$ cat src/sv/jpt_pkg.sv
// Shared types for the JSON path tokenizer.
// Holds the token kind codes and the per-item result record.
// Used by jpt_scan and json_path_tokenizer_unit; depends on nothing.
package jpt_pkg;

  typedef enum logic [1:0] {
    KIND_QUOTED    = 2'd0,
    KIND_WILDCARD  = 2'd1,
    KIND_KEY       = 2'd2,
    KIND_RECURSIVE = 2'd3
  } kind_e;

  typedef struct packed {
    logic       has_char;
    logic [7:0] key_char;
    logic       token_end;
    kind_e      token_kind;
    logic       path_error;
    logic       path_done;
  } res_t;

endpackage

$ cat src/sv/json_path_tokenizer_unit.sv
// Top level of the JSON path tokenizer: input register, scanner, result register.
// Depends on jpt_pkg and jpt_scan.
//
// The unit takes one path byte per item and gives exactly one result item per
// input item. It accepts a new byte in every cycle as long as the output side
// keeps taking results. A byte accepted into the input register has its result
// captured in the result register, which drives the outputs, once it advances.
// The scanner state is updated once per byte as the byte moves from the input
// register into the result register. Errors are sticky until the byte flagged
// as last, after which the scanner is ready for a new path.
module json_path_tokenizer_unit (
  input  logic       clk_i,
  input  logic       rst_ni,
  input  logic       in_valid_i,
  output logic       in_stall_o,
  input  logic [7:0] path_byte_i,
  input  logic       last_byte_i,
  output logic       out_valid_o,
  input  logic       out_stall_i,
  output logic       has_char_o,
  output logic [7:0] key_char_o,
  output logic       token_end_o,
  output logic [1:0] token_kind_o,
  output logic       path_error_o,
  output logic       path_done_o
);

  logic          s1_valid_q;
  logic [7:0]    s1_byte_q;
  logic          s1_last_q;
  logic          s2_valid_q;
  jpt_pkg::res_t s2_res_q;
  jpt_pkg::res_t scan_res;
  logic          s1_adv;
  logic          in_take;

  assign s1_adv  = s1_valid_q && (!s2_valid_q || !out_stall_i);
  assign in_take = in_valid_i && !in_stall_o;
  assign in_stall_o = s1_valid_q && !s1_adv;

  jpt_scan u_scan (
    .clk_i  (clk_i),
    .rst_ni (rst_ni),
    .adv_i  (s1_adv),
    .byte_i (s1_byte_q),
    .last_i (s1_last_q),
    .res_o  (scan_res)
  );

  always_ff @(posedge clk_i or negedge rst_ni) begin
    if (!rst_ni) begin
      s1_valid_q <= 1'b0;
      s2_valid_q <= 1'b0;
    end else begin
      if (in_take) begin
        s1_valid_q <= 1'b1;
      end else if (s1_adv) begin
        s1_valid_q <= 1'b0;
      end
      if (s1_adv) begin
        s2_valid_q <= 1'b1;
      end else if (!out_stall_i) begin
        s2_valid_q <= 1'b0;
      end
    end
  end

  always_ff @(posedge clk_i) begin
    if (in_take) begin
      s1_byte_q <= path_byte_i;
      s1_last_q <= last_byte_i;
    end
    if (s1_adv) begin
      s2_res_q <= scan_res;
    end
  end

  assign out_valid_o  = s2_valid_q;
  assign has_char_o   = s2_res_q.has_char;
  assign key_char_o   = s2_res_q.key_char;
  assign token_end_o  = s2_res_q.token_end;
  assign token_kind_o = s2_res_q.token_kind;
  assign path_error_o = s2_res_q.path_error;
  assign path_done_o  = s2_res_q.path_done;

  // An erroneous result carries neither a character nor a token end.
  a_err_quiet : assert property (@(posedge clk_i) disable iff (!rst_ni)
    (out_valid_o && path_error_o) |-> (!has_char_o && !token_end_o))
    else $error("error result carries key data");

  // A kind is only reported together with a token end.
  a_kind_end : assert property (@(posedge clk_i) disable iff (!rst_ni)
    (out_valid_o && !token_end_o) |-> (token_kind_o == jpt_pkg::KIND_QUOTED))
    else $error("token kind without token end");

  // A byte held in the input register stays there until it advances.
  a_s1_hold : assert property (@(posedge clk_i) disable iff (!rst_ni)
    (s1_valid_q && !s1_adv) |=> (s1_valid_q && $stable(s1_byte_q) && $stable(s1_last_q)))
    else $error("input register lost a stalled item");

endmodule

$ cat src/sv/jpt_scan.sv
// Scanner state and per-byte transition logic of the JSON path tokenizer.
// Produces the result record of one byte combinationally and updates the
// scan state when the item advances. Depends on jpt_pkg.
module jpt_scan (
  input  logic         clk_i,
  input  logic         rst_ni,
  input  logic         adv_i,
  input  logic [7:0]   byte_i,
  input  logic         last_i,
  output jpt_pkg::res_t res_o
);

  typedef enum logic [3:0] {
    M_FIRST    = 4'd0,
    M_TOKSTART = 4'd1,
    M_AFTERDOT = 4'd2,
    M_AFTERREC = 4'd3,
    M_DOTKEY   = 4'd4,
    M_BROPEN   = 4'd5,
    M_QUOTED   = 4'd6,
    M_QESC     = 4'd7,
    M_QCLOSE   = 4'd8,
    M_UKEY     = 4'd9,
    M_UCLOSE   = 4'd10
  } mode_e;

  localparam logic [7:0] CH_DOLLAR = 8'h24;
  localparam logic [7:0] CH_DOT    = 8'h2E;
  localparam logic [7:0] CH_DASH   = 8'h2D;
  localparam logic [7:0] CH_DQUOTE = 8'h22;
  localparam logic [7:0] CH_SQUOTE = 8'h27;
  localparam logic [7:0] CH_STAR   = 8'h2A;
  localparam logic [7:0] CH_BSLASH = 8'h5C;
  localparam logic [7:0] CH_UNDER  = 8'h5F;
  localparam logic [7:0] CH_LBRACK = 8'h5B;
  localparam logic [7:0] CH_RBRACK = 8'h5D;
  localparam logic [7:0] CH_AT     = 8'h40;
  localparam logic [7:0] CH_LPAREN = 8'h28;
  localparam logic [7:0] CH_SPACE  = 8'h20;

  function automatic logic is_ws(input logic [7:0] b);
    return (b inside {CH_SPACE, [8'h09:8'h0D]});
  endfunction

  function automatic logic is_unquoted(input logic [7:0] b);
    return (b inside {CH_UNDER, CH_STAR, CH_DASH, [8'h30:8'h39], [8'h41:8'h5A],
                      [8'h61:8'h7A]});
  endfunction

  mode_e      mode_q, mode_d;
  logic [7:0] held_char_q, held_char_d;
  logic       held_valid_q, held_valid_d;
  logic       len_one_q, len_one_d;
  logic       quote_single_q, quote_single_d;
  logic       quoted_nonempty_q, quoted_nonempty_d;
  logic       err_q, err_d;

  logic       err_n;
  logic [7:0] quote_ch;
  logic       lone_star;

  always_comb begin
    mode_d            = mode_q;
    held_char_d       = held_char_q;
    held_valid_d      = held_valid_q;
    len_one_d         = len_one_q;
    quote_single_d    = quote_single_q;
    quoted_nonempty_d = quoted_nonempty_q;
    err_n             = err_q;
    res_o             = '0;
    res_o.token_kind  = jpt_pkg::KIND_QUOTED;
    quote_ch          = quote_single_q ? CH_SQUOTE : CH_DQUOTE;
    lone_star         = len_one_q && (held_char_q == CH_STAR);

    if (!err_q) begin
      case (mode_q)
        M_FIRST, M_AFTERDOT, M_AFTERREC: begin
          if ((mode_q == M_FIRST) && ((byte_i == CH_DOLLAR) || (byte_i == CH_AT))) begin
            mode_d = M_TOKSTART;
          end else if (byte_i == CH_DOT) begin
            if ((mode_q == M_AFTERREC) || last_i) begin
              err_n = 1'b1;
            end else begin
              res_o.token_end  = 1'b1;
              res_o.token_kind = jpt_pkg::KIND_RECURSIVE;
              mode_d           = M_AFTERREC;
            end
          end else if (byte_i == CH_LBRACK) begin
            mode_d = M_BROPEN;
          end else if (byte_i == CH_STAR) begin
            res_o.token_end  = 1'b1;
            res_o.token_kind = jpt_pkg::KIND_WILDCARD;
            mode_d           = M_TOKSTART;
          end else if (is_ws(byte_i) || (byte_i == CH_LPAREN)) begin
            err_n = 1'b1;
          end else begin
            res_o.has_char = 1'b1;
            res_o.key_char = byte_i;
            if (last_i) begin
              res_o.token_end  = 1'b1;
              res_o.token_kind = jpt_pkg::KIND_KEY;
            end
            mode_d = M_DOTKEY;
          end
        end
        M_TOKSTART: begin
          if (byte_i == CH_DOT) begin
            mode_d = M_AFTERDOT;
          end else if (byte_i == CH_LBRACK) begin
            mode_d = M_BROPEN;
          end else begin
            err_n = 1'b1;
          end
        end
        M_DOTKEY: begin
          if ((byte_i == CH_DOT) || (byte_i == CH_LBRACK)) begin
            res_o.token_end  = 1'b1;
            res_o.token_kind = jpt_pkg::KIND_KEY;
            mode_d           = (byte_i == CH_DOT) ? M_AFTERDOT : M_BROPEN;
          end else if ((byte_i == CH_LPAREN) || is_ws(byte_i)) begin
            err_n = 1'b1;
          end else begin
            res_o.has_char = 1'b1;
            res_o.key_char = byte_i;
            if (last_i) begin
              res_o.token_end  = 1'b1;
              res_o.token_kind = jpt_pkg::KIND_KEY;
            end
          end
        end
        M_BROPEN: begin
          if (is_ws(byte_i)) begin
            mode_d = M_BROPEN;
          end else if ((byte_i == CH_DQUOTE) || (byte_i == CH_SQUOTE)) begin
            quote_single_d    = (byte_i == CH_SQUOTE);
            quoted_nonempty_d = 1'b0;
            mode_d            = M_QUOTED;
          end else if (is_unquoted(byte_i)) begin
            held_char_d  = byte_i;
            held_valid_d = 1'b1;
            len_one_d    = 1'b1;
            mode_d       = M_UKEY;
          end else begin
            err_n = 1'b1;
          end
        end
        M_QUOTED: begin
          if (byte_i == CH_BSLASH) begin
            mode_d = M_QESC;
          end else if (byte_i == quote_ch) begin
            if (quoted_nonempty_q) begin
              mode_d = M_QCLOSE;
            end else begin
              err_n = 1'b1;
            end
          end else begin
            res_o.has_char    = 1'b1;
            res_o.key_char    = byte_i;
            quoted_nonempty_d = 1'b1;
          end
        end
        M_QESC: begin
          if ((byte_i == quote_ch) || (byte_i == CH_BSLASH)) begin
            res_o.has_char    = 1'b1;
            res_o.key_char    = byte_i;
            quoted_nonempty_d = 1'b1;
            mode_d            = M_QUOTED;
          end else begin
            err_n = 1'b1;
          end
        end
        M_QCLOSE: begin
          if (is_ws(byte_i)) begin
            mode_d = M_QCLOSE;
          end else if (byte_i == CH_RBRACK) begin
            res_o.token_end  = 1'b1;
            res_o.token_kind = jpt_pkg::KIND_QUOTED;
            mode_d           = M_TOKSTART;
          end else begin
            err_n = 1'b1;
          end
        end
        M_UKEY: begin
          if (is_unquoted(byte_i)) begin
            res_o.has_char = 1'b1;
            res_o.key_char = held_char_q;
            held_char_d    = byte_i;
            held_valid_d   = 1'b1;
            len_one_d      = 1'b0;
          end else if (is_ws(byte_i) || (byte_i == CH_RBRACK)) begin
            // The held character goes out now unless the key is a lone star.
            if (held_valid_q && !lone_star) begin
              res_o.has_char = 1'b1;
              res_o.key_char = held_char_q;
            end
            held_valid_d = 1'b0;
            if (byte_i == CH_RBRACK) begin
              res_o.token_end  = 1'b1;
              res_o.token_kind = lone_star ? jpt_pkg::KIND_WILDCARD : jpt_pkg::KIND_KEY;
              mode_d           = M_TOKSTART;
            end else begin
              mode_d = M_UCLOSE;
            end
          end else begin
            err_n = 1'b1;
          end
        end
        M_UCLOSE: begin
          if (is_ws(byte_i)) begin
            mode_d = M_UCLOSE;
          end else if (byte_i == CH_RBRACK) begin
            res_o.token_end  = 1'b1;
            res_o.token_kind = lone_star ? jpt_pkg::KIND_WILDCARD : jpt_pkg::KIND_KEY;
            mode_d           = M_TOKSTART;
          end else begin
            err_n = 1'b1;
          end
        end
        default: begin
          err_n = 1'b1;
        end
      endcase
      // A path may only end after the root marker or a complete token, or inside a dot key.
      if (last_i && !err_n && (mode_d != M_TOKSTART) && (mode_d != M_DOTKEY)) begin
        err_n = 1'b1;
      end
    end

    if (err_n) begin
      res_o.has_char   = 1'b0;
      res_o.key_char   = '0;
      res_o.token_end  = 1'b0;
      res_o.token_kind = jpt_pkg::KIND_QUOTED;
    end
    res_o.path_error = err_n;
    res_o.path_done  = last_i;
    err_d            = err_n;

    if (last_i) begin
      mode_d            = M_FIRST;
      held_char_d       = '0;
      held_valid_d      = 1'b0;
      len_one_d         = 1'b0;
      quote_single_d    = 1'b0;
      quoted_nonempty_d = 1'b0;
      err_d             = 1'b0;
    end
  end

  always_ff @(posedge clk_i or negedge rst_ni) begin
    if (!rst_ni) begin
      mode_q            <= M_FIRST;
      held_char_q       <= '0;
      held_valid_q      <= 1'b0;
      len_one_q         <= 1'b0;
      quote_single_q    <= 1'b0;
      quoted_nonempty_q <= 1'b0;
      err_q             <= 1'b0;
    end else if (adv_i) begin
      mode_q            <= mode_d;
      held_char_q       <= held_char_d;
      held_valid_q      <= held_valid_d;
      len_one_q         <= len_one_d;
      quote_single_q    <= quote_single_d;
      quoted_nonempty_q <= quoted_nonempty_d;
      err_q             <= err_d;
    end
  end

endmodule

$ cat config.mk
export PLATFORM = sky130hd
export DESIGN_NAME = json_path_tokenizer_unit
export DESIGN_NICKNAME = d
export VERILOG_FILES = /design/src/sv/jpt_pkg.sv /design/src/sv/json_path_tokenizer_unit.sv /design/src/sv/jpt_scan.sv
export SDC_FILE = /design/constraint.sdc
export NUM_CORES = 1
export LEC_CHECK = 0
export BUFFER_PORTS_ARGS = -buffer_cell sky130_fd_sc_hd__buf_2
export CORE_MARGIN = 4
export CORE_UTILIZATION = 30
export CTS_CLUSTER_DIAMETER = 200
export DETAILED_ROUTE_END_ITERATION = 16
export SLEW_MARGIN = 20
export SYNTH_ARGS = -nofsm -noshare
export SYNTH_HDL_FRONTEND = slang
export SYNTH_SLANG_ARGS = --single-unit
$ cat constraint.sdc
create_clock -name clk_i -period 3.2 [get_ports clk_i]
set_input_delay 0.16 -clock clk_i [delete_from_list [all_inputs] [get_ports clk_i]]
set_output_delay 0.16 -clock clk_i [all_outputs]
set_load 0.02 [all_outputs]
==> results of run 1 <==
[layout by cell type, fill, tap and decap left out, types with 7 or more instances in the layout]
master	count
buf_4	25
a22oi_1	9
nand3_1	8
a21oi_1	15
buf_2	28
nor2b_1	9
nand2b_1	9
nor4_1	7
nand2_1	23
nor3_1	15
nor2_1	22
nor3b_2	8
dfrtp_1	19
o21ai_0	14
edfxtp_1	23
[cell usage after synthesis (all sizes together) (4+ instances only)]
cell    instances
dfrtp          19
a22oi           9
nor2           23
nand2b          9
or2             5
nand3b          4
buf            14
a211oi          5
nand3           8
inv             7
nor4            8
nand2          23
edfxtp         23
a22o            5
nor2b           9
nor3b          11
a31o            6
o21ai          16
clkbuf         13
nor3           16
a21oi          19
and2            5
[metrics by stage]
step                      area (sq um)  hold slack [ns]  worst slack (ns)  std cells  utilization
final                             3610           0.0418             0.152        500        0.353
after global routing              3610           0.0256           0.00560        500        0.353
after CTS                         3580           0.0342             0.110        499        0.350
after detailed placement          3480            0.143             0.123        490        0.340
after global placement            3480            0.135             0.155        490        0.340
after floorplan                   3130           -0.136             0.556        329            -
[state kept, by name, summed over array words and instances (netlist names)]
| register | cells |
|---|---|
| has_char_o | 1 |
| key_char_o | 8 |
| out_valid_o | 1 |
| path_done_o | 1 |
| path_error_o | 1 |
| s1_byte_q | 8 |
| s1_last_q | 1 |
| s1_valid_q | 1 |
| token_end_o | 1 |
| token_kind_o | 2 |
| u_scan.err_q | 1 |
| u_scan.held_char_q | 8 |
| u_scan.held_valid_q | 1 |
| u_scan.len_one_q | 1 |
| u_scan.mode_q | 4 |
| u_scan.quote_single_q | 1 |
| u_scan.quoted_nonempty_q | 1 |
[cell type report]
type | instances | area, sq um
Fill cell | 1055 | 6620
Sequential cell | 42 | 1170
Inverter | 9 | 36.3
Clock buffer | 7 | 86.3
Timing Repair Buffer | 54 | 338
Multi-Input combinational cell | 251 | 1810
Tap cell | 136 | 170
Clock inverter | 1 | 5.00
[worst reg2reg max path, cell delays in order (launching register included)]
cell,delay (ns)
edfxtp_1,0.59
nor4b_4,0.33
buf_4,0.18
and3_1,0.34
nor2_1,0.07
o31a_1,0.31
o41ai_4,0.47
a21oi_4,0.13
nor2_4,0.28
nor2_1,0.10
[how the worst max path moves through the flow]
stage / from / to / cells after the start
after floorplan: s1_byte_q[4] / path_error_o / 9
after global placement: s1_byte_q[5] / key_char_o[4] / 8
after detailed placement: s1_byte_q[7] / has_char_o / 8
after CTS: s1_byte_q[7] / has_char_o / 8
after global routing: s1_byte_q[2] / path_error_o / 8
final: s1_byte_q[6] / has_char_o / 9
[metal layers]
layer  vias up  global-route usage  wire length [um]
li1       1334                   -                 -
met1      1365               0.219              4330
met2       100               0.234              4110
met3        10              0.0326               537
met4         0              0.0273                85
met5         -                   0                 0
[logic make-up (layout without fill, tap and decap cells)]
group	after synthesis	after routing
and+or+nand+nor	144	144
AOI/OAI and AO/OA	103	103
DFF	42	42
buffers and inverters	36	71
xor gates and xnor gates	3	3
muxes	1	1
[timing repair]
item,CTS,global route
buffers inserted,0,1
hold buffers,1,0
gates resized for setup,0,2
endpoints found under the hold margin,19,0
endpoints found under the setup margin,0,10
[power by group through the flow]
stage          clock [mW]  sequential (mW)  combinational (mW)
3_5_place_dp            0            0.751               0.616
6_report            0.356            0.742               0.633
2_1_floorplan           0            0.752               0.434
5_1_grt             0.388            0.751               0.688
3_3_place_gp            0            0.753               0.610
4_1_cts             0.363            0.741               0.618
==> results.py, run 1 <==
metrics = {
    "clock_network": {
        "clk_latency_ns": 0.29,
        "cts_buffers": 5,
        "cts.clk_slew.worst_paths_ns": 0.08,
        "cts-root-buf": "clkbuf_8",
        "cts_tree": "built",
        "cts.path.max_buffers": 2,
        "cts.sinks": 42,
        "h-tree-depth": 2,
    },
    "synth": {
        "synth_top_family_by_area": "simple AND/OR/NAND/NOR gates",
        "yosysWarnings": 0,
        "synthMuxAreaShare": 0.00320,
        "syn-cell-area_sq_um": 3130,
        "synth-compound-area-share": 0.262,
        "synth_xor_area_frac": 0.00839,
        "synth.net_count": 342,
        "ys_seq_area_frac": 0.372,
        "synthSimpleGateAreaFrac": 0.297,
        "synthAdderAreaFrac": 0,
        "ys_async_sr_fraction": 0.452,
        "synth_ff_type": "edfxtp_1",
        "synth_area_leaders": "edfxtp_1 (22%), dfrtp_1 (15%), nor3b_2 (3.2%)",
        "syn_inst": 329,
        "synth-edff-count": 23,
        "syn_avg_cell_area_sq_um": 9.52,
        "ys_types": 86,
        "synth_top_cell_by_area": "edfxtp_1",
        "synth_seq_cells": 42,
        "synth_top_area_share": 0.221,
    },
    "grt": {
        "grt_pass1_wl_um": 14400,
        "grt_usage": 0.151,
        "gr-total-overflow": 0,
        "grt_pass1_vias": 2653,
        "grt_max_degree": 20,
        "antenna_found_initial": 0,
    },
    "placement": {
        "hpwl_um": 6890,
        "gp_congestion": 0.886,
        "port_buffers": 28,
    },
    "min_path": {
        "worstHoldPathType": "primary input to register",
        "min_from": "path_byte_i[2]",
        "whs_path_depth": 1,
        "holdPathEnd": "s1_byte_q[2]",
    },
    "layout": {
        "layout-drive-gt1-share": 0.255,
        "antennaDiodeCount": 0,
        "syn_to_final_growth_pct": 15.3,
        "layout.nets": 376,
    },
    "route": {
        "wl_per_cell_um": 18.1,
        "vias_per_cell": 5.62,
        "drt_wl_total_um": 9070,
        "drt_first_pass_iters": 5,
        "drtAntennaViolNets": 0,
        "drt_iter0_drc": 213,
        "vias": 2809,
        "drc": 0,
    },
    "worst_setup_path": {
        "required_ns": 3.24,
        "cpPeakStageDelay_ns": 0.59,
        "endpoint_kind": "register",
        "path_max_fanout": 13,
        "crit_arrival_ns": 3.09,
        "startpoint_type": "register",
        "slowest_stage": "edfxtp_1",
        "r2r_setup_slack_ns": 0.15,
        "path_class": "register to register",
        "crit_family": "simple AND/OR/NAND/NOR gates",
        "cp_num_buf_inv": 1,
        "crit_path_cell_trace": "nor4b_4 -> buf_4 -> and3_1 -> nor2_1 -> o31a_1 -> o41ai_4 -> a21oi_4 -> nor2_4 -> nor2_1",
        "crit_top_cell": "nor2_1",
        "worstReg2RegStart": "s1_byte_q[6]",
        "reg2reg_depth": 9,
        "r2r-end": "has_char_o",
    },
    "timing": {
        "setup_violations": 0,
        "slew_violations": 0,
        "tns_ns": 0,
        "rsz0062_at_grt": "no",
        "fmax_mhz": 328,
        "slew_headroom": 0.527,
        "final.setup_skew_ns": 0.00741,
        "fin_crit_ns": 3.05,
        "tightest_slew_ns": 0.705,
        "finalCritPeriodShare": 0.952,
        "hold_violations": 0,
    },
    "pwr": {
        "p_leak_nw": 1.37,
        "p_seq_frac": 0.429,
        "ir_drop_v": 0.000175,
        "pwr-share-comb": 0.366,
        "p_total_mw": 1.73,
        "switching_share": 0.367,
        "power_switching_uw": 636,
        "p_clk_frac": 0.206,
        "internal_power_mw": 1.09,
        "power_density_nw_per_um2": 479,
    },
    "job": {
        "max_cap_viol_count": 0,
    },
    "die": {
        "io_pins": 29,
        "coreArea_sq_um": 10200,
        "die_w_um": 110,
        "row_count": 37,
        "die_h_um": 110,
        "dieArea_sq_um": 12100,
        "initial_core_util": 0.306,
    },
    "run_status": {
        "status": "complete, no violations",
    },
}
Power figures use the tool's default switching activity.
==> inputs of run 2 (changes only) <==
--- a/config.mk
+++ b/config.mk
@@ -6,5 +6,5 @@
 export NUM_CORES = 1
 export LEC_CHECK = 0
-export BUFFER_PORTS_ARGS = -buffer_cell sky130_fd_sc_hd__buf_2
+export BUFFER_PORTS_ARGS = -buffer_cell sky130_fd_sc_hd__clkbuf_2
 export CORE_MARGIN = 4
 export CORE_UTILIZATION = 30
==> constraint.sdc (replaced) <==
create_clock -name clk_i -period 3.2 [get_ports clk_i]
set_input_delay 0.16 -clock clk_i [delete_from_list [all_inputs] [get_ports clk_i]]
set_output_delay 0.16 -clock clk_i [all_outputs]
set_load 0.01 [all_outputs]
==> run 2 against run 1 <==
  * Non-clock buffer count shrank 1
  * Utilization shrank 0.29 points
  * Global-route usage grew 0.37 points
  * Worst hold slack lost 0.015 ns
  * Largest cell class unchanged
  * Highest routed layer unchanged
==> results.py, run 2 (synthesis gave the netlist of run 1 again) <==
metrics = {
    "pwr": {
        "power_switching_uw": 607,
        "internal_power_mw": 1.09,
        "ir_drop_v": 0.000182,
        "power_density_nw_per_um2": 474,
        "switching_share": 0.358,
        "p_total_mw": 1.70,
        "p_clk_frac": 0.214,
        "p_seq_frac": 0.440,
        "pwr-share-comb": 0.346,
        "p_leak_nw": 1.37,
    },
    "layout": {
        "layout-drive-gt1-share": 0.253,
        "stdcell_area_sq_um": 3580,
        "antennaDiodeCount": 0,
        "layout_common_cells": "clkbuf_2 (28), buf_4 (24), nand2_1 (23), edfxtp_1 (23), nor2_1 (22)",
        "layout.nets": 375,
        "syn_to_final_growth_pct": 14.3,
        "final_common_cell": "clkbuf_2",
    },
    "die": {
        "die_w_um": 110,
        "die_h_um": 110,
        "initial_core_util": 0.306,
        "row_count": 37,
        "coreArea_sq_um": 10200,
        "dieArea_sq_um": 12100,
        "io_pins": 29,
    },
    "worst_setup_path": {
        "path_max_fanout": 14,
        "crit_arrival_ns": 3.11,
        "path_class": "register to register",
        "crit_path_cell_trace": "nor4b_4 -> o2111ai_2 -> a221o_1 -> nor4_2 -> o41ai_2 -> a21oi_4 -> o21ai_2 -> a21bo_1",
        "startpoint_type": "register",
        "slowest_stage": "edfxtp_1",
        "required_ns": 3.26,
        "reg2reg_depth": 8,
        "cpPeakStageDelay_ns": 0.61,
        "endpoint_kind": "register",
    },
    "route": {
        "vias": 2793,
        "drtAntennaViolNets": 0,
        "drt_iter0_drc": 237,
        "vias_per_cell": 5.60,
        "drt_first_pass_iters": 5,
        "wl_per_cell_um": 17.8,
        "drt_wl_total_um": 8870,
        "drc": 0,
    },
    "placement": {
        "port_buffers": 28,
        "dpl-instance-area_sq_um": 3480,
        "hpwl_um": 6720,
        "gp_congestion": 0.898,
    },
    "timing": {
        "hold_violations": 0,
        "rsz0062_at_grt": "no",
        "finalCritPeriodShare": 0.951,
        "setup_violations": 0,
        "tns_ns": 0,
        "fmax_mhz": 329,
        "tightest_slew_ns": 0.700,
        "fin_crit_ns": 3.04,
        "final.setup_skew_ns": 0.0109,
        "slew_violations": 0,
        "slew_headroom": 0.529,
    },
    "grt": {
        "grtUsageMet1": 0.230,
        "grt_pass1_wl_um": 14600,
        "antenna_found_initial": 0,
        "gr-total-overflow": 0,
        "met2_usage": 0.226,
        "grtUsageMet3": 0.0285,
        "grt_pass1_vias": 2648,
        "grt_max_degree": 20,
        "top_usage_layer": "met1",
        "grt_usage": 0.155,
    },
    "clock_network": {
        "postCtsSetupRepairBufs": 0,
        "h-tree-depth": 2,
        "postCtsHoldBufs": 1,
        "cts.sinks": 42,
        "cts-root-buf": "clkbuf_8",
        "cts.path.max_buffers": 2,
        "cts_buffers": 5,
        "ctsResizeCount": 0,
        "cts_tree": "built",
        "cts.clk_slew.worst_paths_ns": 0.08,
        "clk_latency_ns": 0.31,
    },
    "min_path": {
        "worstHoldPathType": "primary input to register",
        "whs_path_depth": 1,
    },
    "job": {
        "max_cap_viol_count": 0,
    },
    "run_status": {
        "status": "complete, no violations",
    },
}
## run 2: worst paths after layout
check                          startpoint  slack, ns                  endpoint
max                          s1_byte_q[5]       0.16              path_error_o
min                        path_byte_i[1]       0.03              s1_byte_q[1]
max reg2reg                  s1_byte_q[5]       0.16              path_error_o
min reg2reg                    s1_valid_q       0.50               out_valid_o
max in group asynchronous          rst_ni       2.51  u_scan.quoted_nonempty_q
min in group asynchronous          rst_ni       0.35              u_scan.err_q
## run 2: power by group through the flow
stage	registers, mW	logic [mW]	clock network (mW)
after floorplan	0.726	0.433	0
after CTS	0.744	0.585	0.372
final	0.747	0.587	0.363
after global routing	0.757	0.654	0.386
after detailed placement	0.755	0.581	0
after global placement	0.756	0.583	0
## run 2: worst max-delay path, delay by kind of cell, from the launching register on
family | cells | cell delay, ns
simple gates | 2 | 0.71
flops | 1 | 0.61
compound gates | 6 | 1.47
## run 2: metrics by stage
step                      hold WS (ns)  worst slack, ns  instances   util
final                           0.0271            0.158        499  0.350
after global routing            0.0252          0.00729        499  0.350
after CTS                       0.0237            0.169        499  0.350
after detailed placement         0.150            0.205        490  0.340
after global placement           0.150            0.173        490  0.340
after floorplan                 -0.136            0.556        329      -
## run 2: layout make-up
class | instances | area [sq um]
sequential | 42 | 1170
clock inverter | 1 | 5.00
tap | 136 | 170
fill | 1070 | 6650
inverter | 9 | 36.3
timing repair buffer | 53 | 330
multi-input combinational | 251 | 1790
clock buffer | 7 | 86.3
## run 2: metal layers
metal,vias up,share of wire
met2,108,0.43
met3,15,0.061
met1,1337,0.49
met5,-,0
met4,0,0.020
li1,1333,-
==> inputs of run 3 (changes only) <==
- CORE_ASPECT_RATIO: not set -> 0.8
==> run 3 against run 2 <==
  * Critical path type unchanged
  * Count of clock-buffer cells in the layout did not move
  * Cell count rose by 1.0%
  * Setup slack improved by 0.029 ns
  * Non-clock buffer count rose by 1
  * Largest cell class unchanged
  * Critical endpoint is now key_char_o[7]
  * Register-to-register slack improved by 0.03 ns
==> results.py, run 3 (synthesis gave the netlist of run 1 again) <==
metrics = {
    "placement": {
        "place_inst": 495,
        "port_buffers": 28,
        "hpwl_um": 6810,
        "dpl-instance-area_sq_um": 3490,
        "gp_congestion": 0.982,
    },
    "layout": {
        "final_common_cell": "clkbuf_2",
        "layout-drive-gt1-share": 0.255,
        "antennaDiodeCount": 0,
        "layoutNonFillerInstCount": 504,
        "layout.nets": 376,
        "syn_to_final_growth_pct": 16.5,
        "layout_common_cells": "clkbuf_2 (28), buf_4 (25), nand2_1 (23), edfxtp_1 (23), nor2_1 (22)",
        "stdcell_area_sq_um": 3650,
    },
    "worst_setup_path": {
        "required_ns": 3.22,
        "slowest_stage": "edfxtp_1",
        "path_max_fanout": 9,
        "cpPeakStageDelay_ns": 0.53,
        "crit_path_cell_trace": "buf_4 -> nor2b_1 -> and3_1 -> nor2_1 -> o31a_1 -> o41ai_2 -> a21oi_4 -> nor2_4 -> nor3b_2",
        "crit_arrival_ns": 3.03,
        "endpoint_kind": "register",
        "r2r_setup_slack_ns": 0.19,
        "startpoint_type": "register",
        "path_class": "register to register",
    },
    "clock_network": {
        "h-tree-depth": 2,
        "cts.path.max_buffers": 2,
        "cts.sinks": 42,
        "cts.clk_slew.worst_paths_ns": 0.06,
        "postCtsSetupRepairBufs": 0,
        "cts_buffers": 5,
        "cts_tree": "built",
        "clk_latency_ns": 0.28,
        "cts-root-buf": "clkbuf_16",
    },
    "grt": {
        "antenna_found_initial": 0,
        "grt_usage": 0.148,
        "grt_max_degree": 21,
        "grt_pass1_wl_um": 14400,
        "grt_pass1_vias": 2586,
        "gr-total-overflow": 0,
    },
    "timing": {
        "slew_headroom": 0.519,
        "tns_ns": 0,
        "finalCritPeriodShare": 0.942,
        "fmax_mhz": 332,
        "slew_violations": 0,
        "rsz0062_at_grt": "no",
        "whs_ns": 0.0510,
        "setup_violations": 0,
        "fin_crit_ns": 3.01,
        "tightest_slew_ns": 0.714,
        "hold_violations": 0,
        "final.setup_skew_ns": 0.00520,
    },
    "pwr": {
        "p_leak_nw": 1.40,
        "p_total_mw": 1.84,
        "power_density_nw_per_um2": 505,
        "ir_drop_v": 0.000309,
    },
    "die": {
        "initial_core_util": 0.306,
        "die_h_um": 99.4,
        "dieArea_sq_um": 12100,
        "die_w_um": 122,
        "io_pins": 29,
        "coreArea_sq_um": 10200,
        "row_count": 33,
    },
    "route": {
        "vias": 2783,
        "wl_per_cell_um": 17.8,
        "vias_per_cell": 5.52,
        "drt_iter0_drc": 363,
        "drc": 0,
        "drt_first_pass_iters": 6,
        "drt_wl_total_um": 8960,
        "drtAntennaViolNets": 0,
    },
    "min_path": {
        "worstHoldPathType": "primary input to register",
    },
    "run_status": {
        "status": "complete, no violations",
    },
    "job": {
        "max_cap_viol_count": 0,
    },
}
==> run 3: where the power goes <==
| group | switching, mW | internal, mW | leakage [nW] |
|---|---|---|---|
| clock | 0.190 | 0.309 | 0.0739 |
| combinational | 0.359 | 0.255 | 0.856 |
| sequential | 0.0653 | 0.667 | 0.471 |
==> run 3: repair_timing <==
item / 4_1_cts / 5_1_grt
hold buffers: 1 / 0
resized for setup: 0 / 0
endpoints found under the hold margin: 19 / 0
==> run 3: final timing paths <==
path / startpoint / end / cells after the start
hold reg to reg: s1_valid_q / out_valid_o / 1
setup / recovery: s1_byte_q[1] / key_char_o[7] / 9
min in group asynchronous: rst_ni / u_scan.mode_q[0] / 2
setup reg to reg: s1_byte_q[1] / key_char_o[7] / 9
max in group asynchronous: rst_ni / out_valid_o / 2
hold / removal: path_byte_i[7] / s1_byte_q[7] / 1
==> run 3: layout make-up <==
type	instances	area (sq um)
fillers	1071	6590
multi-input cells	251	1790
flip-flops and latches	42	1170
repair buffers	54	338
well taps	140	175
clock buffers	7	143
inverters	9	36.3
clock inverters	1	5.00
==> run 3: worst max-delay path, delay by kind of cell, from the launching register on <==
family,cells,cell delay [ns]
AND/OR/NAND/NOR,5,1.06
AO/OA/AOI/OAI,3,0.92
flip-flops,1,0.53
buffers and inverters,1,0.23
==> run 3: stage by stage <==
| stage | utilization | setup WS (ns) |
|---|---|---|
| after global placement | 0.341 | 0.244 |
| final | 0.356 | 0.187 |
| after floorplan | - | 0.556 |
| after detailed placement | 0.341 | 0.227 |
| after global routing | 0.356 | 0.00331 |
| after CTS | 0.356 | 0.220 |
==> run 3: layer usage <==
metal	share of wire	global-route usage	vias up
met5	0	0	-
met4	0.0046	0.0198	0
met3	0.094	0.0443	8
met2	0.41	0.207	145
met1	0.49	0.229	1303
li1	-	-	1327
